<file path="src/rtl/pdr_pkg.sv">
`default_nettype none

package pdr_pkg;

  // Default coordinate width: signed fixed point, Q11.12.
  localparam int unsigned CoordWidthDef = 24;

  // Configuration register index.
  localparam int unsigned CfgIdxWidth = 2;

  typedef enum logic [CfgIdxWidth-1:0] {
    REG_REF_X = 2'd0,
    REG_REF_Y = 2'd1,
    REG_REF_Z = 2'd2
  } cfg_reg_e;

endpackage

`default_nettype wire

</file>
<file path="src/rtl/pdr_sqrt_cell.sv">
`default_nettype none

module pdr_sqrt_cell import pdr_pkg::*; #(
  parameter int unsigned COORD_WIDTH = CoordWidthDef,
  parameter int unsigned BIT         = 0
) (
  input  wire logic                     clk_i,
  input  wire logic                     rst_ni,
  input  wire logic                     in_valid_i,
  output logic                          in_ready_o,
  input  wire logic [2*COORD_WIDTH+1:0] rem_i,
  input  wire logic [COORD_WIDTH:0]     root_i,
  output logic                          out_valid_o,
  input  wire logic                     out_ready_i,
  output logic [2*COORD_WIDTH+1:0]      rem_o,
  output logic [COORD_WIDTH:0]          root_o
);

  localparam int unsigned SW = 2 * COORD_WIDTH + 2;
  localparam int unsigned RW = COORD_WIDTH + 1;

  logic          valid_q;
  logic [SW-1:0] trial;
  logic          take;
  logic [SW-1:0] rem_d, rem_q;
  logic [RW-1:0] root_d, root_q;

  // The remainder holds the radicand minus root squared. Setting this bit
  // adds root * 2^(BIT+1) + 2^(2*BIT) to the square; all lower root bits
  // are still clear, so the two terms do not overlap.
  assign trial = (SW'(root_i) << (BIT + 1)) | (SW'(1) << (2 * BIT));
  assign take  = rem_i >= trial;

  always_comb begin
    rem_d  = take ? rem_i - trial : rem_i;
    root_d = root_i | (RW'(take) << BIT);
  end

  assign in_ready_o = !valid_q || out_ready_i;

  always_ff @(posedge clk_i or negedge rst_ni) begin
    if (!rst_ni) begin
      valid_q <= 1'b0;
    end else if (in_ready_o) begin
      valid_q <= in_valid_i;
    end
  end

  always_ff @(posedge clk_i) begin
    if (in_valid_i && in_ready_o) begin
      rem_q  <= rem_d;
      root_q <= root_d;
    end
  end

  assign out_valid_o = valid_q;
  assign rem_o       = rem_q;
  assign root_o      = root_q;

endmodule

`default_nettype wire
</file>
<file path="config.mk">
export PLATFORM = sky130hd
export DESIGN_NAME = pdr_sqrt_cell
export DESIGN_NICKNAME = d
export VERILOG_FILES = /design/src/rtl/pdr_pkg.sv /design/src/rtl/pdr_sqrt_cell.sv
export SDC_FILE = /design/constraint.sdc
export NUM_CORES = 1
export LEC_CHECK = 0
export BUFFER_PORTS_ARGS = -buffer_cell sky130_fd_sc_hd__buf_2
export CAP_MARGIN = 0
export CORE_ASPECT_RATIO = 0.6
export CORE_UTILIZATION = 51
export DETAILED_ROUTE_END_ITERATION = 16
export PLACE_DENSITY = 0.8
export SLEW_MARGIN = 20
export SYNTH_ARGS = -nofsm -noshare
export SYNTH_HDL_FRONTEND = slang
export SYNTH_SLANG_ARGS = --single-unit
</file>
<file path="constraint.sdc">
create_clock -name clk_i -period 3 [get_ports clk_i]
set_clock_uncertainty 0.05 [all_clocks]
set_input_delay 0.6 -clock clk_i [delete_from_list [all_inputs] [get_ports clk_i]]
set_output_delay 0.6 -clock clk_i [all_outputs]
set_load 0.05 [all_outputs]
</file>
==> summary.txt <==
Place
  – Post-place setup slack: -0.373 ns
  – DPL Wire Length: 10.6 mm
  – IO Port Bufs: 155
  – Post-placement cell count: 826
  – GP Congestion: 0.913

Die
  – IO Count: 156
  – Die area: 0.00975 mm²
  – Initial Utilization: 0.543
  – Die Span X: 127 µm
  – Core area: 0.00878 mm²
  – Chip height: 76.9 µm
  – Row count: 26

Synthesis
  – Top cell type's share of synthesized area: 0.473
  – Syn nets: 581
  – Seq cells post-synth: 76
  – Leading area contributor after synthesis: edfxtp_1
  – Number of synthesized flops with an enable pin: 75
  – Post-Synthesis Cell Area: 0.00477 mm²
  – Post-Syn Area per Cell: 10.0 µm²
  – Cells after Synth: 475
  – Most numerous cell in the Yosys netlist: edfxtp_1
  – Top FF cell, synth: edfxtp_1
  – Ys async rst share: 0.0132
  – Sequential share of the synthesized area: 0.478
  – Synth warn: 0
  – Top post-synthesis cells by count: edfxtp_1 (75), a21oi_1 (50), nor2_1 (42), nand2_1 (41), inv_1 (37)
  – Synth area leaders: edfxtp_1 (47%), ha_1 (6.8%), a21oi_1 (5.3%)
  – Post-synthesis cell type count: 59

STA
  – Setup ws final: 0.0437 ns
  – Max Fclk: 338 MHz
  – Fin crit share: 0.985
  – Final Max Slew Viols: 0
  – Minimum clock period: 2.96 ns
  – RSZ-0062 raised after global routing: yes
  – Final Hold Viols: 0
  – Fin Setup TNS: 0 ns
  – Rel. slew slack: 0.620
  – Setup violators final: 0
  – Worst-Margin Slew: 0.567 ns
  – Worst hold slack: 0.396 ns

CTS
  – CTS tree: built
  – CTS Buf Count: 9
  – H-tree Lvls: 3
  – Clock transition at path regs: 0.06 ns
  – Buffer levels on the longest clock path: 2
  – Clk_lat worst skew: 0.34 ns
  – CTS Sinks: 76
  – Clock root buffer: clkbuf_16

Finish
  – Share of layout cells above drive strength 1: 0.416
  – Synth-to-Final Area Change: 42.9%
  – Fillers: 587
  – Fin cells: 846
  – Ant. Diodes: 0
  – Fin nets: 835

Routing
  – DRC: 0
  – Via count: 4731
  – Post-Route WL: 14.0 mm
  – DR WL/cell: 16.6 µm
  – Initial DRC Count: 339
  – Vias per cell: 5.59
  – First-pass DRT Iterations: 5
  – Post-route ant nets: 0

Worst setup path
  – Setup slack, reg-to-reg: 1.33 ns
  – R2r startpoint: out_valid_o
  – CP arrival: 2.98 ns
  – Reg2reg end: rem_o[30]
  – Worst setup EP type: flop
  – Critical Path Sink: rem_o[45]
  – Req. time, crit path: 3.03 ns
  – Critical Setup Path Class: in2reg
  – R2R depth: 3
  – Crit path launch type: input port
  – Beginning of the critical path: rem_i[1]
  – Crit path max fanout: 5

GRT
  – Vias in the first global route: 4622
  – Largest net degree at the start of global routing: 40
  – Total GRT Usage: 0.289
  – Global-route wire length before repair: 21.9 mm
  – Global route overflow: 0
  – Antenna violations before repair: 0

Worst hold path
  – Hold/Removal Path Class: in2reg

Power and ir drop
  – Tot Pwr: 3.41 mW
  – Comb power frac: 0.306
  – Clock share of power: 0.314
  – Sw frac: 0.327
  – Cell internal pwr: 2.29 mW
  – Static Leakage: 3.04 nW
  – Register share of total power: 0.381
  – PD cells: 500 mW/mm²
  – Net Switching: 1.11 mW
  – Peak supply drop: 0.308 mV

Status
  – Outcome: completed

Flow run
  – Max cap viols: 0
-- layout by cell type (no fill, tap or decap), drive strengths merged, types with 6 or more instances in the layout --
master,instances
xor2,22
nand4,14
a21o,6
nor4,12
nor2,42
nand3,8
o21ai,23
o21bai,6
inv,37
a21oi,50
nor3,17
xnor2,26
edfxtp,75
nand2b,8
ha,26
buf,257
clkbuf,9
nand2,41
-- routing by layer --
layer,share of wire,GRT usage,up-vias
li1,-,-,2236
met1,0.44,0.386,2201
met2,0.44,0.452,257
met3,0.096,0.0782,37
met4,0.016,0.106,0
met5,0,0,-
-- worst max-delay path, stage by stage --
cell	delay [ns]
buf_2	0.11
ha_1	0.34
buf_4	0.16
ha_1	0.17
nand3_1	0.07
nor4_1	0.07
and4_1	0.22
or4_4	0.59
nor2b_2	0.37
nor4_2	0.11
xor2_1	0.17
-- cells by family (layout without fill, tap and decap cells) --
kind of cell,after synthesis,after routing,share of synthesized area
AND/OR/NAND/NOR,163,165,0.180
AO/OA/AOI/OAI,105,105,0.129
flip-flops,76,76,0.478
buffers and inverters,54,311,0.0480
XOR/XNOR,48,48,0.0882
adder cells (fa/ha/maj),27,27,0.0725
multiplexers,2,2,0.00473
-- power groups by stage --
stage / registers (mW) / clock network (mW) / logic, mW
floorplan: 1.60 / 0 / 0.361
global placement: 1.32 / 0 / 0.983
detailed placement: 1.32 / 0 / 1.01
CTS: 1.30 / 1.08 / 1.02
global route: 1.30 / 1.12 / 1.11
finish: 1.30 / 1.07 / 1.04
-- final cells by class --
cell class,count,area (µm²),share of cell area
Clock inverter,7,67.6,0.00992
Tap cell,112,140,0.0206
Multi-Input combinational cell,347,2390,0.350
Inverter,37,139,0.0204
Sequential cell,76,2280,0.334
Timing Repair Buffer,258,1580,0.231
Clock buffer,9,225,0.0331
-- sequential cells by signal (all words and copies together) (netlist names) --
name and flops:
out_valid_o 1, rem_o 50, root_o 25
-- stage by stage --
step | instance area, µm² | util
2_1_floorplan | 4790 | -
3_3_place_gp | 6400 | 0.728
3_5_place_dp | 6400 | 0.728
4_1_cts | 6710 | 0.764
5_1_grt | 6810 | 0.775
6_report | 6810 | 0.775
-- what timing repair did --
item                                   in CTS  in global routing
resized for setup                           2                 13
hold buffers                                1                  0
endpoints found under the hold margin       1                  0
setup buffers                               0                  1
cloned                                      0                  2
setup endpoints to repair                   5                 21
pin swaps                                   1                  5
-- worst min path at each step --
stage | from | endpoint | slack, ns | cells past startpoint
after detailed placement | rst_ni | out_valid_o | 0.33 | 1
after CTS | root_i[9] | root_o[9] | 0.39 | 1
after floorplan | rst_ni | out_valid_o | 0.25 | 0
after global placement | rst_ni | out_valid_o | 0.32 | 1
final | root_i[23] | root_o[23] | 0.40 | 1
after global routing | root_i[23] | root_o[23] | 0.39 | 1
(Power assumes the default switching activity.)
