<file path="config.mk">
export PLATFORM = sky130hd
export DESIGN_NAME = pdr_front
export DESIGN_NICKNAME = d
export VERILOG_FILES = /design/src/rtl/pdr_pkg.sv /design/src/rtl/pdr_front.sv
export SDC_FILE = /design/constraint.sdc
export NUM_CORES = 2
export LEC_CHECK = 0
export BUFFER_PORTS_ARGS = -buffer_cell sky130_fd_sc_hd__buf_4
export CAP_MARGIN = 15
export CELL_PAD_IN_SITES_DETAIL_PLACEMENT = 0
export CELL_PAD_IN_SITES_GLOBAL_PLACEMENT = 2
export CORE_ASPECT_RATIO = 2
export CORE_MARGIN = 2
export CORE_UTILIZATION = 43
export CTS_CLUSTER_SIZE = 30
export DETAILED_ROUTE_END_ITERATION = 10
export GPL_TIMING_DRIVEN = 0
export PLACE_DENSITY_LB_ADDON = 0.1
export REMOVE_ABC_BUFFERS = 1
export SLEW_MARGIN = 10
export SYNTH_ARGS = -nofsm -noshare
export SYNTH_HDL_FRONTEND = slang
export SYNTH_SLANG_ARGS = --single-unit
</file>
<file path="constraint.sdc">
create_clock -name clk_i -period 10.35 [get_ports clk_i]
set_input_delay 1.5525 -clock clk_i [delete_from_list [all_inputs] [get_ports clk_i]]
set_output_delay 1.5525 -clock clk_i [all_outputs]
set_load 0.01 [all_outputs]
</file>
<file path="src/rtl/pdr_pkg.sv">
`default_nettype none

package pdr_pkg;

  // Default coordinate width: signed fixed point, Q11.12.
  localparam int unsigned CoordWidthDef = 24;

  // Configuration register index.
  localparam int unsigned CfgIdxWidth = 2;

  typedef enum logic [CfgIdxWidth-1:0] {
    REG_REF_X = 2'd0,
    REG_REF_Y = 2'd1,
    REG_REF_Z = 2'd2
  } cfg_reg_e;

endpackage

`default_nettype wire

</file>
<file path="src/rtl/pdr_front.sv">
`default_nettype none

module pdr_front import pdr_pkg::*; #(
  parameter int unsigned COORD_WIDTH = CoordWidthDef
) (
  input  wire logic                     clk_i,
  input  wire logic                     rst_ni,
  input  wire logic                     in_valid_i,
  output logic                          in_ready_o,
  input  wire logic [COORD_WIDTH-1:0]   point_x_i,
  input  wire logic [COORD_WIDTH-1:0]   point_y_i,
  input  wire logic [COORD_WIDTH-1:0]   point_z_i,
  input  wire logic [COORD_WIDTH-1:0]   ref_x_i,
  input  wire logic [COORD_WIDTH-1:0]   ref_y_i,
  input  wire logic [COORD_WIDTH-1:0]   ref_z_i,
  output logic                          out_valid_o,
  input  wire logic                     out_ready_i,
  output logic [2*COORD_WIDTH+1:0]      sum_o
);

  localparam int unsigned W  = COORD_WIDTH;
  localparam int unsigned SW = 2 * COORD_WIDTH + 2;

  logic [2:0] valid_q;
  logic [3:0] rdy;

  logic signed [W:0] diff_x, diff_y, diff_z;
  logic [W-1:0]      mag_x_d, mag_y_d, mag_z_d;
  logic [W-1:0]      mag_x_q, mag_y_q, mag_z_q;
  logic [2*W-1:0]    sq_x_d, sq_y_d, sq_z_d;
  logic [2*W-1:0]    sq_x_q, sq_y_q, sq_z_q;
  logic [SW-1:0]     sum_d, sum_q;

  // A stage takes a new item when it is empty or its item moves on.
  assign rdy[3] = out_ready_i;
  assign rdy[2] = !valid_q[2] || rdy[3];
  assign rdy[1] = !valid_q[1] || rdy[2];
  assign rdy[0] = !valid_q[0] || rdy[1];
  assign in_ready_o = rdy[0];

  assign diff_x = $signed({point_x_i[W-1], point_x_i}) - $signed({ref_x_i[W-1], ref_x_i});
  assign diff_y = $signed({point_y_i[W-1], point_y_i}) - $signed({ref_y_i[W-1], ref_y_i});
  assign diff_z = $signed({point_z_i[W-1], point_z_i}) - $signed({ref_z_i[W-1], ref_z_i});

  // The magnitude of a difference never exceeds 2^W - 1, so W bits hold it.
  always_comb begin
    mag_x_d = diff_x[W] ? W'(-diff_x) : diff_x[W-1:0];
    mag_y_d = diff_y[W] ? W'(-diff_y) : diff_y[W-1:0];
    mag_z_d = diff_z[W] ? W'(-diff_z) : diff_z[W-1:0];
  end

  assign sq_x_d = mag_x_q * mag_x_q;
  assign sq_y_d = mag_y_q * mag_y_q;
  assign sq_z_d = mag_z_q * mag_z_q;

  assign sum_d = SW'(sq_x_q) + SW'(sq_y_q) + SW'(sq_z_q);

  always_ff @(posedge clk_i or negedge rst_ni) begin
    if (!rst_ni) begin
      valid_q <= '0;
    end else begin
      if (rdy[0]) valid_q[0] <= in_valid_i;
      if (rdy[1]) valid_q[1] <= valid_q[0];
      if (rdy[2]) valid_q[2] <= valid_q[1];
    end
  end

  always_ff @(posedge clk_i) begin
    if (in_valid_i && rdy[0]) begin
      mag_x_q <= mag_x_d;
      mag_y_q <= mag_y_d;
      mag_z_q <= mag_z_d;
    end
    if (valid_q[0] && rdy[1]) begin
      sq_x_q <= sq_x_d;
      sq_y_q <= sq_y_d;
      sq_z_q <= sq_z_d;
    end
    if (valid_q[1] && rdy[2]) begin
      sum_q <= sum_d;
    end
  end

  assign out_valid_o = valid_q[2];
  assign sum_o       = sum_q;

endmodule

`default_nettype wire

</file>
==> out/metrics.yaml <==
async_reset_ff_share_pct: 1.13
clock_sinks: 266
placementRows: 202
synthFlopType: "edfxtp_1"
grt_pass1_wl_um: 278000
cts_max_level: 1
antenna_left: 0
status: "finished clean"
drcViolationCount: 0
ys_top_cells_by_area: "fa_1 (40%), ha_1 (12%), edfxtp_1 (12%), inv_1 (11%), and2_1 (3.4%)"
fillers: 14800
arrival_ns: 10.33
maxSlewHeadroom_pct: 4.91
setup_viol: 0
yosysTopAreaCellShare_pct: 40.3
grt_pass1_vias: 51000
cts-buffers-inserted: 30
syn2layout_area_growth_pct: 8.15
rsz0062_at_grt: "no"
wl_per_cell_um: 19.7
cts_buffer_depth: 3
wl_um: 176000
syn_area_per_cell_um2: 9.49
hold_viol_final: 0
grt_overflow_total: 0
critPathLaunchType: "register"
grt_max_degree: 66
vias: 45500
max_freq_ghz: 0.0992
dp_hpwl_um: 152000
cts_resized: 0
tightest_slew_ns: 1.42
netlist_instances: 6891
final_nets: 9100
path_class: "register to register"
dr.first_iter.drc_count: 1666
cts_tree: "built"
synthDistinctLibCells: 79
yosys.area.top_type: "fa_1"
antenna_found_initial: 4
grtUsageTotal_pct: 23.4
drv_cap: 0
fin_crit_sh_pct: 97.4
ys_ff_latch: 266
start_util_pct: 43.3
cts_setup_buffers: 0
clkTransAtPathRegs_ns: 0.07
drive_above_1_share_pct: 4.86
core_area_um2: 151000
ios: 200
clock_tree.root_cell: "clkbuf_16"
chipHeight_um: 556
ys_warn_count: 0
fin_tns_setup_ns: 0
synth-edff-count: 263
hp-class: "register to register"
drv_slew: 0
port_buffers: 199
skew_ns: 0.0292
period_needed_ns: 10.08
dr.pass1.iters: 5
clk_latency_ns: 0.66
worstPathRequired_ns: 10.60
via_per_inst: 5.08
critPathMaxFanout: 25
gp_congestion: 0.879
holdBufCountCts: 0
die_area_um2: 155000
crit_path_end_kind: "register"
die_width_um: 280
synth_area_um2: 65400
synth-seq-area-share_pct: 12.2
[worst max-delay path: stages (launching register included)]
cell and delay [ns]:
edfxtp_1 1.14, nand2_1 0.24, inv_1 0.15, fa_1 0.47, fa_1 0.50, inv_1 0.05, fa_1 0.53, inv_1 0.05
fa_1 0.50, inv_1 0.06, fa_1 0.53, inv_1 0.05, fa_1 0.48, inv_1 0.05, fa_1 0.47, inv_1 0.04
ha_1 0.35, and4_1 0.26, nand3_1 0.14, nor2_1 0.13, o2bb2ai_1 0.15, nor4_1 0.11, nor4_1 0.56, o211ai_1 0.27
and2_1 0.24, o41ai_1 0.77, a311oi_1 0.22, xnor2_1 1.14
[placed cells by master (no fill, tap or decap), drive strengths merged, types with 115 or more instances in the layout]
cell and instances:
nor2 213, nand2 572, xnor2 206, inv 1908, fa 1316, buf 248, a21o 129, a21oi 253
ha 650, o21ai 115, and2 360, edfxtp 263
[logic make-up after synthesis]
kind of cell,synth area share [%]
buf+inv,12.0
fa+ha+maj,52.7
simple gates,11.2
compound gates,7.45
xor+xnor,4.20
flops,12.2
mux,0.279
other cells,0.00573
[per-stage QoR]
step | utilization [%] | instances | setup WS (ns) | area, um^2 | hold slack, ns
CTS | 46.7 | 8941 | 0.296 | 70600 | 0.504
global placement | 45.4 | 8841 | 0.119 | 68600 | 0.465
finish | 46.8 | 8957 | 0.271 | 70700 | 0.493
floorplan | - | 6704 | 2.97 | 64700 | 0.449
global route | 46.8 | 8953 | 0.0568 | 70700 | 0.537
detailed placement | 46.0 | 8885 | 0.325 | 69600 | 0.482
[flip-flops by register name, summed over array words and instances (netlist names)]
| signal | count |
|---|---|
| mag_x_q | 24 |
| mag_y_q | 24 |
| mag_z_q | 24 |
| sq_x_q | 47 |
| sq_y_q | 47 |
| sq_z_q | 47 |
| sum_o | 50 |
| valid_q | 3 |
[area by class of cell]
cell class	instances	area (um^2)	area share (%)
Clock inverter	23	233	0.329
Timing Repair Buffer	250	2570	3.63
Multi-Input combinational cell	4540	49600	70.2
Clock buffer	33	762	1.08
Inverter	1898	7120	10.1
Tap cell	1938	2420	3.43
Antenna cell	9	22.5	0.0318
Sequential cell	266	7970	11.3
[cells in the mapped netlist, drive strengths merged (31+ instances only)]
| library cell | number |
|---|---|
| clkbuf | 187 |
| and3 | 32 |
| nand4 | 33 |
| inv | 1898 |
| ha | 650 |
| xor2 | 108 |
| nor3 | 47 |
| nor2 | 213 |
| nand2 | 572 |
| a21oi | 253 |
| a31oi | 31 |
| o21ai | 115 |
| nand2b | 40 |
| nand3 | 49 |
| xnor2 | 206 |
| fa | 1316 |
| a21o | 129 |
| and2 | 360 |
| o21a | 39 |
| edfxtp | 263 |
| nor2b | 56 |
[per-layer routing]
metal | track usage, % | share of wire (%)
met5 | 0 | 0
met4 | 9.29 | 4.6
met3 | 1.32 | 2.0
met2 | 49.3 | 60
met1 | 22.8 | 33
[final timing paths]
kind                              from          to  slack (ns)  cells after the start
setup / recovery           mag_y_q[12]  sq_y_q[47]        0.27                     27
hold / removal              valid_q[0]  valid_q[1]        0.49                      1
setup reg to reg           mag_y_q[12]  sq_y_q[47]        0.27                     27
hold reg to reg             valid_q[0]  valid_q[1]        0.49                      1
max in group asynchronous       rst_ni  valid_q[1]        9.59                      1
min in group asynchronous       rst_ni  valid_q[2]        0.67                      1
Power is left out: the tool's default activity adds up to more than one toggle a clock period on the data nets, which glitch-free logic cannot reach.
